## src/rtl/core/tlp_pkg.sv

```systemverilog
`default_nettype none

package tlp_pkg;

    // parser phase
    typedef enum logic [1:0] {
        PH_TAG  = 2'd0,
        PH_NUM  = 2'd1,
        PH_SPAN = 2'd2,
        PH_DROP = 2'd3
    } t_phase;

    // result token kinds
    typedef enum logic [2:0] {
        TK_INT  = 3'd0,
        TK_HDR  = 3'd1,
        TK_BYTE = 3'd2,
        TK_END  = 3'd3,
        TK_ERR  = 3'd4
    } t_tok_kind;

    // input word kinds
    localparam logic IN_BYTE = 1'b0;
    localparam logic IN_END  = 1'b1;

    // characters of the encoding
    localparam logic [7:0] CH_BANG   = 8'h21;
    localparam logic [7:0] CH_MINUS  = 8'h2D;
    localparam logic [7:0] CH_USCORE = 8'h5F;
    localparam logic [7:0] CH_UA     = 8'h41;
    localparam logic [7:0] CH_UZ     = 8'h5A;
    localparam logic [7:0] CH_LA     = 8'h61;
    localparam logic [7:0] CH_LZ     = 8'h7A;
    localparam logic [7:0] CH_0      = 8'h30;
    localparam logic [7:0] CH_9      = 8'h39;

    // one accepted input word
    typedef struct packed {
        logic       kind;
        logic [7:0] char_byte;
    } t_in_word;

    // one result word
    typedef struct packed {
        t_tok_kind   token_kind;
        logic [7:0]  tag;
        logic [31:0] value;
        logic [7:0]  data_byte;
        logic        last_of_span;
    } t_result;

    // output stage status towards the parser
    typedef struct packed {
        logic can_take;
        logic end_pending;
    } t_out_status;

    localparam t_result END_RESULT = '{
        token_kind:   TK_END,
        tag:          8'h00,
        value:        32'h0,
        data_byte:    8'h00,
        last_of_span: 1'b0
    };

endpackage

`default_nettype wire

```

## src/rtl/core/tlp_in_stage.sv

```systemverilog
`default_nettype none

module tlp_in_stage (
    input  wire logic              i_clk,
    input  wire logic              i_rst_n,
    input  wire logic              i_valid,
    output logic                   o_ready,
    input  wire tlp_pkg::t_in_word i_word,
    input  wire logic              i_take,
    output logic                   o_valid,
    output tlp_pkg::t_in_word      o_word
);
    import tlp_pkg::*;

    logic     r_valid;
    t_in_word r_word;

    // space when empty or when the held word moves on this cycle
    assign o_ready = !r_valid || i_take;
    assign o_valid = r_valid;
    assign o_word  = r_word;

    // occupancy flag
    always_ff @(posedge i_clk) begin
        if (!i_rst_n) begin
            r_valid <= 1'b0;
        end else if (o_ready) begin
            r_valid <= i_valid;
        end
    end

    // held word
    always_ff @(posedge i_clk) begin
        if (o_ready && i_valid) begin
            r_word <= i_word;
        end
    end

endmodule

`default_nettype wire

```

## src/rtl/core/tlp_parse.sv

```systemverilog
`default_nettype none

module tlp_parse #(
    parameter int VALUE_BITS = 32
) (
    input  wire logic              i_clk,
    input  wire logic              i_rst_n,
    input  wire logic              i_fire,
    input  wire tlp_pkg::t_in_word i_word,
    output logic                   o_has_res,
    output logic                   o_pend_end,
    output tlp_pkg::t_result       o_res
);
    import tlp_pkg::*;

    localparam int EXT_BITS = (VALUE_BITS > 32) ? VALUE_BITS : 32;
    localparam int MUL_BITS = VALUE_BITS + 4;

    t_phase                  r_phase, n_phase;
    logic [7:0]              r_tag, n_tag;
    logic [VALUE_BITS-1:0]   r_mag, n_mag;
    logic                    r_neg, n_neg;
    logic                    r_digits, n_digits;
    logic [VALUE_BITS-2:0]   r_rem, n_rem;

    logic                    is_end;
    logic [7:0]              c;
    logic                    is_digit;
    logic [3:0]              digit;
    logic [MUL_BITS-1:0]     mag10;
    logic [MUL_BITS-1:0]     limit;
    logic                    ovf;
    logic                    minus_ok;
    logic                    tag_int;
    logic                    tag_span;
    logic                    span_ok;
    logic                    close_err;
    logic [VALUE_BITS-2:0]   hdr_rem;
    logic [VALUE_BITS-2:0]   rem_dec;
    logic [EXT_BITS-1:0]     int_ext;
    logic [EXT_BITS-1:0]     hdr_ext;

    // decode of the current word
    assign is_end   = (i_word.kind == IN_END);
    assign c        = i_word.char_byte;
    assign is_digit = (c inside {[CH_0:CH_9]});
    assign digit    = 4'(c - CH_0);
    assign minus_ok = (c == CH_MINUS) && !r_digits && !r_neg;

    // next decimal step and range check: mag*10 + d must not pass the limit
    assign mag10 = MUL_BITS'({r_mag, 3'b000}) + MUL_BITS'({r_mag, 1'b0})
                 + MUL_BITS'(digit);
    assign limit = r_neg ? (MUL_BITS'(1) << (VALUE_BITS - 1))
                         : ((MUL_BITS'(1) << (VALUE_BITS - 1)) - MUL_BITS'(1));
    assign ovf   = (mag10 > limit);

    // number close checks
    assign tag_int   = (r_tag == CH_USCORE) || (r_tag inside {[CH_LA:CH_LZ]});
    assign tag_span  = (r_tag inside {[CH_UA:CH_UZ]});
    assign span_ok   = tag_span && !r_neg && (r_mag != '0) && !is_end && (c == CH_BANG);
    assign close_err = !r_digits || (!tag_int && !span_ok);

    // span length without the escape, and countdown
    assign hdr_rem = r_mag[VALUE_BITS-2:0] - {{(VALUE_BITS-2){1'b0}}, 1'b1};
    assign rem_dec = r_rem - {{(VALUE_BITS-2){1'b0}}, 1'b1};

    // signed token value and header length, widened before the low word is taken
    assign int_ext = r_neg ? (EXT_BITS'(0) - EXT_BITS'(r_mag)) : EXT_BITS'(r_mag);
    assign hdr_ext = EXT_BITS'(hdr_rem);

    // next phase
    always_comb begin
        n_phase = r_phase;
        case (r_phase)
            PH_NUM: begin
                if (is_end) begin
                    n_phase = PH_TAG;
                end else if (is_digit) begin
                    n_phase = ovf ? PH_DROP : PH_NUM;
                end else if (minus_ok) begin
                    n_phase = PH_NUM;
                end else if (close_err) begin
                    n_phase = PH_DROP;
                end else if (tag_int) begin
                    n_phase = PH_NUM;
                end else begin
                    n_phase = (hdr_rem != '0) ? PH_SPAN : PH_TAG;
                end
            end
            PH_SPAN: begin
                if (is_end || (rem_dec == '0)) begin
                    n_phase = PH_TAG;
                end
            end
            PH_DROP: begin
                if (is_end) begin
                    n_phase = PH_TAG;
                end
            end
            PH_TAG: begin
                n_phase = is_end ? PH_TAG : PH_NUM;
            end
            default: begin
                n_phase = PH_TAG;
            end
        endcase
    end

    // results and running number state
    always_comb begin
        n_tag      = r_tag;
        n_mag      = r_mag;
        n_neg      = r_neg;
        n_digits   = r_digits;
        n_rem      = r_rem;
        o_has_res  = 1'b0;
        o_pend_end = 1'b0;
        o_res      = '{token_kind: TK_ERR, tag: r_tag, value: 32'h0,
                       data_byte: 8'h00, last_of_span: 1'b0};
        case (r_phase)
            PH_NUM: begin
                if (!is_end && is_digit) begin
                    if (ovf) begin
                        o_has_res = 1'b1;
                        n_mag     = '0;
                        n_neg     = 1'b0;
                        n_digits  = 1'b0;
                    end else begin
                        n_mag    = mag10[VALUE_BITS-1:0];
                        n_digits = 1'b1;
                    end
                end else if (!is_end && minus_ok) begin
                    n_neg = 1'b1;
                end else begin
                    // the number closes here
                    o_has_res = 1'b1;
                    n_mag     = '0;
                    n_neg     = 1'b0;
                    n_digits  = 1'b0;
                    if (close_err) begin
                        o_res.token_kind = TK_ERR;
                    end else if (tag_int) begin
                        o_res.token_kind = TK_INT;
                        o_res.value      = int_ext[31:0];
                        o_pend_end       = is_end;
                        if (!is_end) begin
                            n_tag = c;
                        end
                    end else begin
                        o_res.token_kind   = TK_HDR;
                        o_res.value        = hdr_ext[31:0];
                        o_res.last_of_span = (hdr_rem == '0);
                        n_rem              = hdr_rem;
                    end
                end
            end
            PH_SPAN: begin
                o_has_res = 1'b1;
                if (is_end) begin
                    o_res.token_kind = TK_ERR;
                    n_rem            = '0;
                end else begin
                    o_res.token_kind   = TK_BYTE;
                    o_res.data_byte    = c;
                    o_res.last_of_span = (rem_dec == '0);
                    n_rem              = rem_dec;
                end
            end
            PH_DROP: begin
                o_has_res = 1'b0;
            end
            PH_TAG: begin
                if (is_end) begin
                    o_has_res = 1'b1;
                    o_res     = END_RESULT;
                end else begin
                    n_tag    = c;
                    n_mag    = '0;
                    n_neg    = 1'b0;
                    n_digits = 1'b0;
                end
            end
            default: begin
                o_has_res = 1'b0;
            end
        endcase
    end

    // state registers
    always_ff @(posedge i_clk) begin
        if (!i_rst_n) begin
            r_phase  <= PH_TAG;
            r_tag    <= '0;
            r_mag    <= '0;
            r_neg    <= 1'b0;
            r_digits <= 1'b0;
            r_rem    <= '0;
        end else if (i_fire) begin
            r_phase  <= n_phase;
            r_tag    <= n_tag;
            r_mag    <= n_mag;
            r_neg    <= n_neg;
            r_digits <= n_digits;
            r_rem    <= n_rem;
        end
    end

endmodule

`default_nettype wire

```

## src/rtl/core/tlp_out_stage.sv

```systemverilog
`default_nettype none

module tlp_out_stage (
    input  wire logic             i_clk,
    input  wire logic             i_rst_n,
    input  wire logic             i_load,
    input  wire logic             i_pend_end,
    input  wire tlp_pkg::t_result i_res,
    input  wire logic             i_ready,
    output logic                  o_valid,
    output tlp_pkg::t_result      o_res,
    output tlp_pkg::t_out_status  o_status
);
    import tlp_pkg::*;

    logic    r_valid;
    logic    r_pend;
    t_result r_res;

    // a new result fits when the slot is empty or leaves with nothing queued behind it
    assign o_status.can_take    = !r_valid || (i_ready && !r_pend);
    assign o_status.end_pending = r_pend;
    assign o_valid              = r_valid;
    assign o_res                = r_res;

    // slot control
    always_ff @(posedge i_clk) begin
        if (!i_rst_n) begin
            r_valid <= 1'b0;
            r_pend  <= 1'b0;
        end else if (i_load) begin
            r_valid <= 1'b1;
            r_pend  <= i_pend_end;
        end else if (r_valid && i_ready) begin
            r_valid <= r_pend;
            r_pend  <= 1'b0;
        end
    end

    // result word, end of string follows a closing integer
    always_ff @(posedge i_clk) begin
        if (i_load) begin
            r_res <= i_res;
        end else if (r_valid && i_ready && r_pend) begin
            r_res <= END_RESULT;
        end
    end

endmodule

`default_nettype wire

```

## src/rtl/core/tag_length_token_parser.sv

```systemverilog
// Tag-length token parser.
// Slave stream: one word per character; tuser = 0 carries a byte in tdata[7:0],
// tuser = 1 closes the encoded string (tdata ignored).
// Master stream: one word per token; tuser = token kind (integer, span header,
// span byte, end of string, error), tlast = last byte of a span or header of an
// empty span, tdata = tag, signed value and span byte.
// A result passes through the input register and then the output register after
// its input word is accepted. Throughput is one input word per cycle while the
// receiver keeps up; an integer closed by the end word yields two results from
// the one output register and so holds the parser until the integer is taken.
// An input register and an output register with a queued end-of-string flag
// separate the two sides; while the receiver stalls, one more input word is
// held, then tready drops.
// Reset (synchronous, active low) empties both registers and returns the parser
// to waiting for a tag. After an error the rest of the string is dropped.
`default_nettype none

module tag_length_token_parser #(
    parameter int VALUE_BITS = 32
) (
    input  wire logic        i_clk,
    input  wire logic        i_rst_n,
    input  wire logic        i_s_axis_tvalid,
    output logic             o_s_axis_tready,
    input  wire logic [7:0]  i_s_axis_tdata,   // char_byte[7:0]
    input  wire logic        i_s_axis_tuser,   // kind[0]
    output logic             o_m_axis_tvalid,
    input  wire logic        i_m_axis_tready,
    output logic [47:0]      o_m_axis_tdata,   // tag[7:0], value[39:8], data_byte[47:40]
    output logic [2:0]       o_m_axis_tuser,   // token_kind[2:0]
    output logic             o_m_axis_tlast
);
    import tlp_pkg::*;

    t_in_word    s_word;
    t_in_word    held_word;
    logic        held_valid;
    logic        fire;
    logic        has_res;
    logic        pend_end;
    t_result     res;
    t_result     out_res;
    t_out_status out_st;

    assign s_word.kind      = i_s_axis_tuser;
    assign s_word.char_byte = i_s_axis_tdata;

    // the held word is parsed when the output slot can take its results
    assign fire = held_valid && out_st.can_take;

    tlp_in_stage u_in (
        .i_clk   (i_clk),
        .i_rst_n (i_rst_n),
        .i_valid (i_s_axis_tvalid),
        .o_ready (o_s_axis_tready),
        .i_word  (s_word),
        .i_take  (fire),
        .o_valid (held_valid),
        .o_word  (held_word)
    );

    tlp_parse #(
        .VALUE_BITS (VALUE_BITS)
    ) u_parse (
        .i_clk      (i_clk),
        .i_rst_n    (i_rst_n),
        .i_fire     (fire),
        .i_word     (held_word),
        .o_has_res  (has_res),
        .o_pend_end (pend_end),
        .o_res      (res)
    );

    tlp_out_stage u_out (
        .i_clk      (i_clk),
        .i_rst_n    (i_rst_n),
        .i_load     (fire && has_res),
        .i_pend_end (pend_end),
        .i_res      (res),
        .i_ready    (i_m_axis_tready),
        .o_valid    (o_m_axis_tvalid),
        .o_res      (out_res),
        .o_status   (out_st)
    );

    // master word packing
    assign o_m_axis_tdata = {out_res.data_byte, out_res.value, out_res.tag};
    assign o_m_axis_tuser = out_res.token_kind;
    assign o_m_axis_tlast = out_res.last_of_span;

    // a queued end of string only sits behind an integer token
    a_pend_int : assert property (@(posedge i_clk) disable iff (!i_rst_n)
        out_st.end_pending |-> (o_m_axis_tvalid && (o_m_axis_tuser == TK_INT)))
        else $error("end of string queued behind a non-integer result");

    // parsing never overwrites a result the receiver has not taken
    a_no_overwrite : assert property (@(posedge i_clk) disable iff (!i_rst_n)
        (fire && has_res) |-> (!o_m_axis_tvalid || (i_m_axis_tready && !out_st.end_pending)))
        else $error("result loaded over a waiting result");

    // an integer with a queued end is followed by the end of string once taken
    a_end_follows : assert property (@(posedge i_clk) disable iff (!i_rst_n)
        (out_st.end_pending && i_m_axis_tready) |=>
            (o_m_axis_tvalid && (o_m_axis_tuser == TK_END)))
        else $error("queued end of string lost");

endmodule

`default_nettype wire

```

## config.mk

```make
export PLATFORM = sky130hd
export DESIGN_NAME = tag_length_token_parser
export DESIGN_NICKNAME = d
export VERILOG_FILES = /design/src/rtl/core/tlp_pkg.sv /design/src/rtl/core/tlp_in_stage.sv /design/src/rtl/core/tlp_parse.sv /design/src/rtl/core/tlp_out_stage.sv /design/src/rtl/core/tag_length_token_parser.sv
export SDC_FILE = /design/constraint.sdc
export NUM_CORES = 1
export LEC_CHECK = 0
export BUFFER_PORTS_ARGS = -buffer_cell sky130_fd_sc_hd__buf_2
export CAP_MARGIN = 5
export CORE_MARGIN = 2
export CORE_UTILIZATION = 40
export DETAILED_ROUTE_END_ITERATION = 12
export HOLD_SLACK_MARGIN = 0.03
export SLEW_MARGIN = 20
export SYNTH_ARGS = -nofsm -noshare
export SYNTH_HDL_FRONTEND = slang
export SYNTH_SLANG_ARGS = --single-unit
export TNS_END_PERCENT = 10
```

## constraint.sdc

```tcl
create_clock -name i_clk -period 6.1 [get_ports i_clk]
set_input_delay 1.22 -clock i_clk [delete_from_list [all_inputs] [get_ports i_clk]]
set_output_delay 1.22 -clock i_clk [all_outputs]
set_load 0.05 [all_outputs]
```

# Word level (Yosys, flattened, before mapping)
# Cells that the tools add are included.
op_classes:
  add_sub_neg: 6
  magnitude_cmp: 7
  eq_ne: 16
  n_mux: 75
  reduce_logical: 45
ops:
  columns: ["cell", "count"]
  rows:
  - ["2-to-1 mux 32 bit", 10]
  - ["2-to-1 mux 52 bit", 3]
  - ["2-to-1 mux 31 bit", 5]
  - ["case mux 32 bit (2 select lines)", 2]
  - ["zero test 31 bit", 2]
  - ["case mux 31 bit (2 select lines)", 1]
  - ["subtractor 31 x 1 -> 31 bit, second input constant", 2]
  - ["2-to-1 mux 8 bit", 6]
  - ["adder 35 x 33 -> 36 bit", 1]
  - ["adder 36 x 4 -> 36 bit", 1]
  - ["> comparator 36 bit", 1]
  - ["case mux 8 bit (2 select lines)", 2]
  - ["nonzero test 32 bit", 1]
  - ["subtractor 1 x 32 -> 32 bit, first input constant", 1]
  - ["nonzero test 31 bit", 1]
  - ["2-to-1 mux 1 bit", 26]
  - ["logical AND 1 bit", 18]
  - ["2-to-1 mux 2 bit", 9]
  - ["== test 8 x 6 -> 1 bit, second input constant", 2]
  - ["greater-or-equal comparator 8 x 7 -> 1 bit, second input constant", 2]
  - ["<= comparator 8 x 7 -> 1 bit, second input constant", 2]
  - ["2-to-1 mux 3 bit", 4]
  - ["inequality test 2 bit, second input constant", 6]
  - ["AND reduction 6 bit", 2]
  - ["20 further kinds", 39]
totals:
  register_bits: 139
  in_bits: 13
  output_inout_bits: 54
  word_cells: 165

# Longest topological paths before layout
# Gate-level depths: netlist of the first run.
depth:
  word_depth: 14
  depth_mapped: 23
  depth_no_buf: 20

# By module
# Synthesis of the first run repeated with hierarchy kept, for this count alone.
unflattened:
  hier_cells: 1351
  area_unflattened_um2: 11333.4
modules_own_cells:
  columns: ["module", "n_inst", "cells_each", "area_each_um2", "seq_area_each_um2"]
  rows:
  - ["tlp_parse", 1, 1213, 8919.8, 1501.4]
  - ["tlp_out_stage", 1, 122, 2073.2, 1601.5]
  - ["tlp_in_stage", 1, 14, 327.8, 290.3]
  - ["tag_length_token_parser", 1, 2, 12.5, 0.0]

# Worst setup path before layout of the first run
# No wires, ideal clock.
synth_path:
  kind: "register to register"
  startpoint: "reg u_in.r_word, in the netlist u_in.o_word[3]"
  endpoint: "reg u_out.r_res, in the netlist u_out.o_res[0], enable pin"
  setup_ps: 473
  t_arrival_ps: 5819
  slack_ps: -192
  path_stages_with_launch: 19
  path_buffers: 1
  period_less_slack_ps: 6292
  cell_sequence: "edfxtp_1 > fa_1 > fa_1 > a21o_1 > a221o_1 > a311oi_1 > a21boi_0 > o21ai_0 > nor4b_1 > a311oi_1 > ha_1 > nand4_1 > nor4_1 > a21oi_1 > o21a_1 > nand4_1 > o31a_1 > clkbuf_1 > o21bai_1"
synth_via:
  elab_chain_len: 9
  word_cells_on_any_way: 17
synth_rtl:
  columns: ["item", "line_no", "text"]
  rows:
  - ["start: declaration", "tlp_in_stage.sv:16", "t_in_word r_word;"]
  - ["start signal: assignment", "tlp_in_stage.sv:35", "r_word <= i_word;"]
  - ["branches (longest 5 deep; another with adder 36 x 4 -> 36 bit)", null, null]
  - ["2-to-1 mux 1 bit (*)", "tlp_parse.sv:122", "if (!is_end && is_digit) begin"]
  - ["case mux 1 bit (4 select lines) (*)", "tlp_parse.sv:120", "case (r_phase)"]
  - ["logical AND 1 bit (*)", "tag_length_token_parser.sv:77", ".i_load (fire && has_res),"]
  - ["nonzero test 2 bit (no source line) (*)", null, null]
  - ["end signal: assignment", "tlp_out_stage.sv:43", "r_res <= i_res;"]
  - ["end: declaration", "tlp_out_stage.sv:18", "t_result r_res;"]
# Mark *: on every way between the ends.
# A chain may end at the register's enable or synchronous reset.

# Worst setup path after layout of the first run
layout_path:
  startpoint: "reg u_in.r_word, in the netlist u_in.o_word[3]"
  endpoint: "reg u_out.r_res, in the netlist u_out.o_res[29], enable pin"
# The elaborated chain is that of the path after synthesis.

==> results of run 1 <==
==> power by group <==
group / internal, uW / switching (uW)
Sequential: 991 / 15.7
Clock: 646 / 467
Combinational: 40.9 / 110
==> sequential cells by signal, indices dropped and copies added (netlist names) <==
| register | count |
|---|---|
| u_in.o_valid | 1 |
| u_parse.r_neg | 1 |
| u_out.r_pend | 1 |
| u_parse.r_digits | 1 |
| u_out.o_valid | 1 |
| u_parse.r_mag | 32 |
| u_parse.r_tag | 8 |
| u_out.o_res | 52 |
| u_in.o_word | 9 |
| u_parse.r_rem | 31 |
| u_parse.r_phase | 2 |
==> layout make-up <==
class | instances | area share (%)
sequential | 139 | 26.8
clock inverter | 14 | 1.36
timing repair buffer | 104 | 5.11
tap | 378 | 3.73
clock buffer | 18 | 3.55
multi-input combinational | 1086 | 58.6
inverter | 30 | 0.888
==> Yosys cell counts (32+ instances only) <==
| cell type | n | area, um^2 |
|---|---|---|
| ha_1 | 104 | 1300 |
| edfxtp_1 | 61 | 1830 |
| xnor2_1 | 61 | 534 |
| nor3_1 | 32 | 160 |
| clkbuf_1 | 88 | 330 |
| a21oi_1 | 79 | 395 |
| mux2i_1 | 37 | 370 |
| nand2_1 | 135 | 507 |
| dfxtp_1 | 78 | 1560 |
| nor2_1 | 101 | 379 |
| o21ai_0 | 73 | 365 |
| nand3_1 | 54 | 270 |
| a21boi_0 | 49 | 368 |
==> routing by layer <==
metal	wire length [um]	vias up	track usage (%)
met3	2000	52	2.68
met1	15400	4937	31.5
met2	15000	377	36.0
met5	0	-	0
met4	726	0	7.09
li1	-	5063	-
==> how the worst max path moves through the flow <==
stage | start | to | slack [ps] | depth (start not counted)
final | u_in.o_word[3] | u_out.o_res[29] | 320 | 18
after global routing | u_in.o_word[3] | u_out.o_res[29] | 50 | 18
after CTS | u_in.o_word[3] | u_out.o_res[28] | 210 | 18
after detailed placement | u_in.o_word[3] | u_out.o_res[18] | 260 | 18
after global placement | u_in.o_word[3] | u_out.o_res[20] | 300 | 18
after floorplan | u_in.o_word[3] | u_out.o_res[0] | 420 | 18
==> worst register-to-register path, cell delays in order (launching register included) <==
cell and delay, ps:
edfxtp_1 510, fa_1 580, fa_1 470, a21o_1 210, a221o_1 330, a311oi_1 300, a21boi_0 220, o21ai_2 250
nand2_1 160, a311oi_1 400, ha_1 210, nand4_1 120, nor4_1 360, and3_1 210, o21a_1 190, nand4_1 150
o31a_1 320, o21bai_4 240, buf_12 210
==> cell families (layout without fill, tap and decap cells) <==
family	Yosys count	count (layout)	synth area share (%)
and+or+nand+nor	507	507	22.9
AOI/OAI and AO/OA	346	346	20.3
DFF	139	139	30.1
buffers and inverters	128	166	4.52
adders and majority gates	106	106	11.9
xor gates and xnor gates	88	88	6.84
muxes	39	39	3.49
==> metrics by stage <==
step / cells / cell area [um^2] / util (%) / hold slack [ps] / setup WS, ps
floorplan: 1353 / 11300 / - / 447 / 416
global placement: 1736 / 12000 / 43.2 / 456 / 304
detailed placement: 1736 / 12000 / 43.2 / 460 / 263
CTS: 1768 / 12600 / 45.4 / 479 / 206
global route: 1769 / 12700 / 45.6 / 491 / 48.5
finish: 1769 / 12700 / 45.6 / 480 / 325
==> reports/metrics.cfg, run 1 <==
[yosys]
syn_inst = 1353
synthFlopType = dfxtp_1
ys_async_sr_fraction_pct = 0
ys_seq_area_share_pct = 30.1
ys_types = 72
syn_area_per_cell_um2 = 8.33
synth-edff-count = 61
syn_area_mm2 = 0.0113
ys_ff_latch = 139
synth_nets = 1472
yosysWarnings = 0

[setup_path]
crit_type = flip-flop to flip-flop
cp_top_family = compound AO/OA/AOI/OAI gates
reg2reg_depth = 18
r2r-start = u_in.o_word[3]
reg2reg_slack_ps = 320
required_ps = 6250
path_max_fanout = 46
crit_buf_inv = 1
r2r-end = u_out.o_res[29]
critical_path_arrival_ps = 5930
end_kind = flip-flop
critPathLaunchType = flip-flop
critical-path-max-stage-delay_ps = 580
cp_cell_sequence = fa_1 > fa_1 > a21o_1 > a221o_1 > a311oi_1 > a21boi_0 > o21ai_2 > nand2_1 > a311oi_1 > ha_1 > nand4_1 > nor4_1 > and3_1 > o21a_1 > nand4_1 > o31a_1 > o21bai_4 > buf_12
cp_slowest_cell = fa_1

[sta]
slew_headroom_pct = 31.9
fin_setup_tns_ps = 0
maxSlewViolCount = 0
finalCriticalPeriod_ps = 5780
clock_skew_ps = 9.90
setup_viol = 0
max_slew.worst_pin.slew_ps = 1020
rsz0062_at_grt = false
timing.fmax_mhz = 173
finalHoldViolCount = 0
period_share_pct = 94.7

[cts]
cts_tree = built
clockRootBuffer = clkbuf_16
htreeDepth = 4
path_clk_slew_ps = 70
cts_made_buffers = 17
postCtsSetupRepairBufs = 0
cts_num_sinks = 139
cts_resized = 0
ctsLongestPathBuffers = 2
worstSkewPairLatency_ps = 430
holdBufCountCts = 0

[global_route]
grt_pass1_vias = 9567
antenna_found_initial = 0
grt_pass1_wl_um = 52400
grt_max_degree = 71
grt-ovfl-total = 0
grt_usage_pct = 22.4

[run]
cap_violations = 0

[pwr]
powerDensity_mw_per_mm2 = 179
ir_drop_v = 0.000186
p_total_uw = 2270
power_leakage_uw = 0.00543

[die]
initial_core_util_pct = 40.6
die_h_um = 172
core_mm2 = 0.0278
die_w_um = 172
ios = 67
fp.dieArea_mm2 = 0.0295
rows = 61

[finish]
drive_above_1_share_pct = 11.5
area_growth_pct = 12.5
antenna_cells = 0
nets = 1497
mostFrequentLayoutCell = nand2_1
multi_input_comb_area_mm2 = 0.00743
num-fill-cells = 2735
layout_common_cells = 135 x nand2_1, 104 x ha_1, 100 x nor2_1, 78 x a21oi_1, 78 x dfxtp_1
regArea_mm2 = 0.00339

[detailed_routing]
routed_wl_um = 33200
drt-wirelength-per-cell_um = 18.8
via_per_inst = 5.90
drc = 0
vias = 10400
first_iter_violations = 1018
drt_first_pass_iters = 5
ant_nets = 0

[place]
port_buffers = 66
place.gp.congestion = 0.914
dpl.hpwl_um = 24500

[worst_hold_path]
hold_start = u_out.r_pend
hold_depth = 2
holdPathEnd = u_out.r_pend
min_path_type = flip-flop to flip-flop

[run_status]
outcome = finished, final reports clean

Note: power is estimated with default switching activity, not from simulation.
==> run 2: changes to the inputs <==
Clock period 6.1 ns to 6.25 ns, I/O delays scaled along.
==> run 2 against run 1 <==
Net effect:
- routed wire length is 2.6% lower
- fmax about the same
- critical endpoint is now u_out.o_res[28]
- largest power group unchanged
- sequential power barely moved
- worst hold slack got worse by 6.0 ps
- combinational power is 3% lower
==> reports/metrics.cfg, run 2 (same netlist as run 1, synthesis figures left out) <==
[setup_path]
crit_type = flip-flop to flip-flop
critPathLaunchType = flip-flop
r2r-end = u_out.o_res[28]
end_kind = flip-flop
reg2reg_slack_ps = 480
reg2reg_depth = 20
path_max_fanout = 52
required_ps = 6400
r2r-start = u_in.o_word[3]
critical_path_arrival_ps = 5920

[worst_hold_path]
holdPathEnd = u_out.r_pend
hold_start = u_out.r_pend
min_path_type = flip-flop to flip-flop
hold_depth = 2

[global_route]
grt_max_degree = 83
grt_usage_pct = 22.2
antenna_found_initial = 0
grt_pass1_wl_um = 51600
grt-ovfl-total = 0
grt_pass1_vias = 9526

[pwr]
p_total_uw = 2120
power_leakage_uw = 0.00536
powerDensity_mw_per_mm2 = 169
ir_drop_v = 0.000181

[finish]
antenna_cells = 0
drive_above_1_share_pct = 10.8
layout_common_cells = 135 x nand2_1, 104 x ha_1, 100 x nor2_1, 78 x a21oi_1, 78 x dfxtp_1
utilization_pct = 45.2
final_cells = 1761
area_growth_pct = 11.4
mostFrequentLayoutCell = nand2_1
largest_reg_flops = 52
nets = 1489

[cts]
cts_num_sinks = 139
ctsLongestPathBuffers = 2
htreeDepth = 4
path_clk_slew_ps = 70
cts_made_buffers = 17
clockRootBuffer = clkbuf_16
worstSkewPairLatency_ps = 430
cts_tree = built

[sta]
finalCriticalPeriod_ps = 5770
clock_skew_ps = 12.9
max_slew.worst_pin.slew_ps = 991
setup_viol = 0
worst_slack_ps = 477
timing.fmax_mhz = 173
maxSlewViolCount = 0
rsz0062_at_grt = false
slew_headroom_pct = 33.0
period_share_pct = 92.4
finalHoldViolCount = 0
fin_setup_tns_ps = 0

[detailed_routing]
drt-wirelength-per-cell_um = 18.4
vias = 10300
routed_wl_um = 32300
via_per_inst = 5.85
first_iter_violations = 1285
drt_first_pass_iters = 6
drc = 0
ant_nets = 0

[die]
die_h_um = 172
initial_core_util_pct = 40.6
fp.dieArea_mm2 = 0.0295
ios = 67
core_mm2 = 0.0278
rows = 61
die_w_um = 172

[place]
pre_cts_ws_ps = 445
port_buffers = 66
place.gp.congestion = 0.942
dpl.hpwl_um = 24000
dpl.cell_count = 1728

[run]
cap_violations = 0

[run_status]
outcome = finished, final reports clean

[run 2: changes by cell type in the layout (fill, tap and decap cells not counted), sizes merged]
cell,previous run,this run
buf,104,96
clkinv,0,4
bufinv,2,0
clkbuf,18,17
clkinvlp,2,1
[run 2: power breakdown]
group          internal, uW  total (uW)  switching [uW]  leakage, uW
clock                   532         996             464     0.000282
combinational          40.0         146             106      0.00392
sequential              967         982            15.0      0.00116
[run 2: repair_timing]
item | 4_1_cts | 5_1_grt
buffers inserted | 0 | 0
hold buffers | 0 | 0
gates resized for setup | 0 | 2
endpoints found under the setup margin | 0 | 71
endpoints found under the hold margin | 0 | 0
[run 2: cell type report]
cell class / count / area, um^2
fill: 2804 / 15200
multi-input combinational: 1086 / 7410
sequential: 139 / 3390
timing repair buffer: 96 / 588
tap: 378 / 473
clock buffer: 17 / 425
clock inverter: 15 / 150
inverter: 30 / 113
[run 2: routing by layer]
layer / wire length [um] / GRT usage [%] / vias up
li1: - / - / 5042
met3: 1750 / 3.32 / 63
met4: 932 / 8.00 / 0
met1: 14900 / 30.4 / 4842
met2: 14700 / 35.5 / 358
met5: 0 / 0 / -
[run 2: through the flow]
stage	hold WS (ps)	instance area, um^2
floorplan	447	11300
global placement	460	11900
detailed placement	460	11900
CTS	472	12500
global route	499	12600
finish	474	12600
[run 2: worst max path at each step]
stage,start,to,slack [ps]
final,u_in.o_word[3],u_out.o_res[28],480
after global routing,u_in.o_word[3],u_out.o_res[30],70
after CTS,u_in.o_word[3],u_out.o_res[30],390
after detailed placement,u_in.o_word[3],u_out.o_res[17],440
after global placement,u_in.o_word[3],u_out.o_res[20],580
after floorplan,u_in.o_word[3],u_out.o_res[0],570
[run 2: critical path: stages, from the launching register on]
cell and delay, ps:
edfxtp_1 530, fa_1 590, ha_1 310, a21o_1 130, nand4_1 170, a2111o_1 490
a311oi_1 450, o31ai_1 200, mux2i_1 160, a211oi_1 330, ha_1 320, a21o_1 180
a21o_1 170, a21oi_1 130, o21ai_0 100, a21oi_1 120, o21a_1 220, nand4_1 170
o31a_1 320, o21bai_4 180, buf_12 190
==> run 3: changes to the inputs <==
Settings changed: RECOVER_POWER set to 25.
==> run 3 against run 2 <==
Net effect:
- sequential power about the same
- non-clock buffer count unchanged
- die area unchanged
- critical path depth unchanged
- first-iteration DRC count down 0.47%
- routed wire length up 0.11%
- sequential share of layout area up 0.13 points
- register-to-register slack about the same
- fmax down 0.22%
- critical path type unchanged
==> reports/metrics.cfg, run 3 (same netlist as run 1, synthesis figures left out) <==
[run_status]
outcome = finished, final reports clean

[cts]
cts_num_sinks = 139
clockRootBuffer = clkbuf_16
htreeDepth = 4
postCtsSetupRepairBufs = 0
ctsLongestPathBuffers = 2
cts_tree = built
path_clk_slew_ps = 70
cts_made_buffers = 17
holdBufCountCts = 0
worstSkewPairLatency_ps = 440

[global_route]
grt-ovfl-total = 0
grt_max_degree = 83
grt_pass1_wl_um = 51600
grt_pass1_vias = 9526
antenna_found_initial = 0
grt_usage_pct = 22.2

[detailed_routing]
first_iter_violations = 1279
drt-wirelength-per-cell_um = 18.4
drt_first_pass_iters = 5
vias = 10300
drc = 0
via_per_inst = 5.83
routed_wl_um = 32400
ant_nets = 0

[place]
port_buffers = 66
pre_cts_ws_ps = 445
dpl.hpwl_um = 24000
place.gp.congestion = 0.942
dpl.cell_count = 1728

[pwr]
powerDensity_mw_per_mm2 = 170
p_total_uw = 2120
ir_drop_v = 0.000181
power_leakage_uw = 0.00526

[finish]
final_cells = 1761
drive_above_1_share_pct = 7.38
layout_common_cells = 135 x nand2_1, 104 x ha_1, 100 x nor2_1, 78 x a21oi_1, 78 x dfxtp_1
mostFrequentLayoutCell = nand2_1
regArea_mm2 = 0.00339
largest_reg_flops = 52
area_growth_pct = 10.9
multi_input_comb_area_mm2 = 0.00741
nets = 1489
num-fill-cells = 2806
antenna_cells = 0

[worst_hold_path]
min_path_type = flip-flop to flip-flop

[run]
cap_violations = 0

[setup_path]
end_kind = flip-flop
critPathLaunchType = flip-flop
reg2reg_slack_ps = 460
required_ps = 6400
path_max_fanout = 52
crit_type = flip-flop to flip-flop
critical_path_arrival_ps = 5930

[die]
die_w_um = 172
die_h_um = 172
core_mm2 = 0.0278
initial_core_util_pct = 40.6
fp.dieArea_mm2 = 0.0295
ios = 67
rows = 61

[sta]
timing.fmax_mhz = 173
slew_headroom_pct = 30.1
whs_ps = 474
rsz0062_at_grt = false
period_share_pct = 92.6
max_slew.worst_pin.slew_ps = 1030
finalCriticalPeriod_ps = 5790
worst_slack_ps = 464
clock_skew_ps = 14.6
fin_setup_tns_ps = 0
finalHoldViolCount = 0
setup_viol = 0
maxSlewViolCount = 0

[run 3: cell count changes in the layout (fill, tap and decap cells not counted)]
cell / change
clkbuf_1: +47
buf_2: -47
[run 3: power breakdown]
group          leakage, uW  internal, uW  switching (uW)
Clock             0.000282           532             463
Sequential         0.00116           967            15.3
Combinational      0.00381          36.5             106
[run 3: metal layers]
layer | wire, um | GRT usage, %
met1 | 15000 | 30.4
met2 | 14600 | 35.5
met3 | 1720 | 3.32
met4 | 1040 | 8.00
met5 | 0 | 0
[run 3: metrics by stage]
stage               area [um^2]  util [%]
floorplan                 11300         -
global placement          11900      43.0
detailed placement        11900      43.0
CTS                       12500      45.1
global route              12500      45.0
finish                    12500      45.0
[run 3: area by class of cell]
type	instances	area share, %
repair buffers	96	4.23
multi-input cells	1086	59.3
well taps	378	3.78
flip-flops and latches	139	27.1
clock inverters	15	1.20
clock buffers	17	3.40
inverters	30	0.901
[run 3: what timing repair did]
item                                    CTS  global route
hold endpoints to repair                  0             0
endpoints found under the setup margin    0            71
gates resized for setup                   0             2
[run 3: worst paths after layout]
kind | startpoint | endpoint | depth (start not counted)
max | u_in.o_word[3] | u_out.o_res[30] | 20
min | u_out.r_pend | u_out.r_pend | 2
max reg2reg | u_in.o_word[3] | u_out.o_res[30] | 20
min reg2reg | u_out.r_pend | u_out.r_pend | 2
[run 3: critical path: stages, from the launching register on]
cell and delay (ps):
edfxtp_1 530, fa_1 590, ha_1 310, a21o_1 130, nand4_1 170, a2111o_1 490
a311oi_1 440, o31ai_1 200, mux2i_1 160, a211oi_1 330, ha_1 320, a21o_1 180
a21o_1 170, a21oi_1 130, o21ai_0 100, a21oi_1 120, o21a_1 230, nand4_1 170
o31a_1 310, o21bai_4 180, buf_12 190
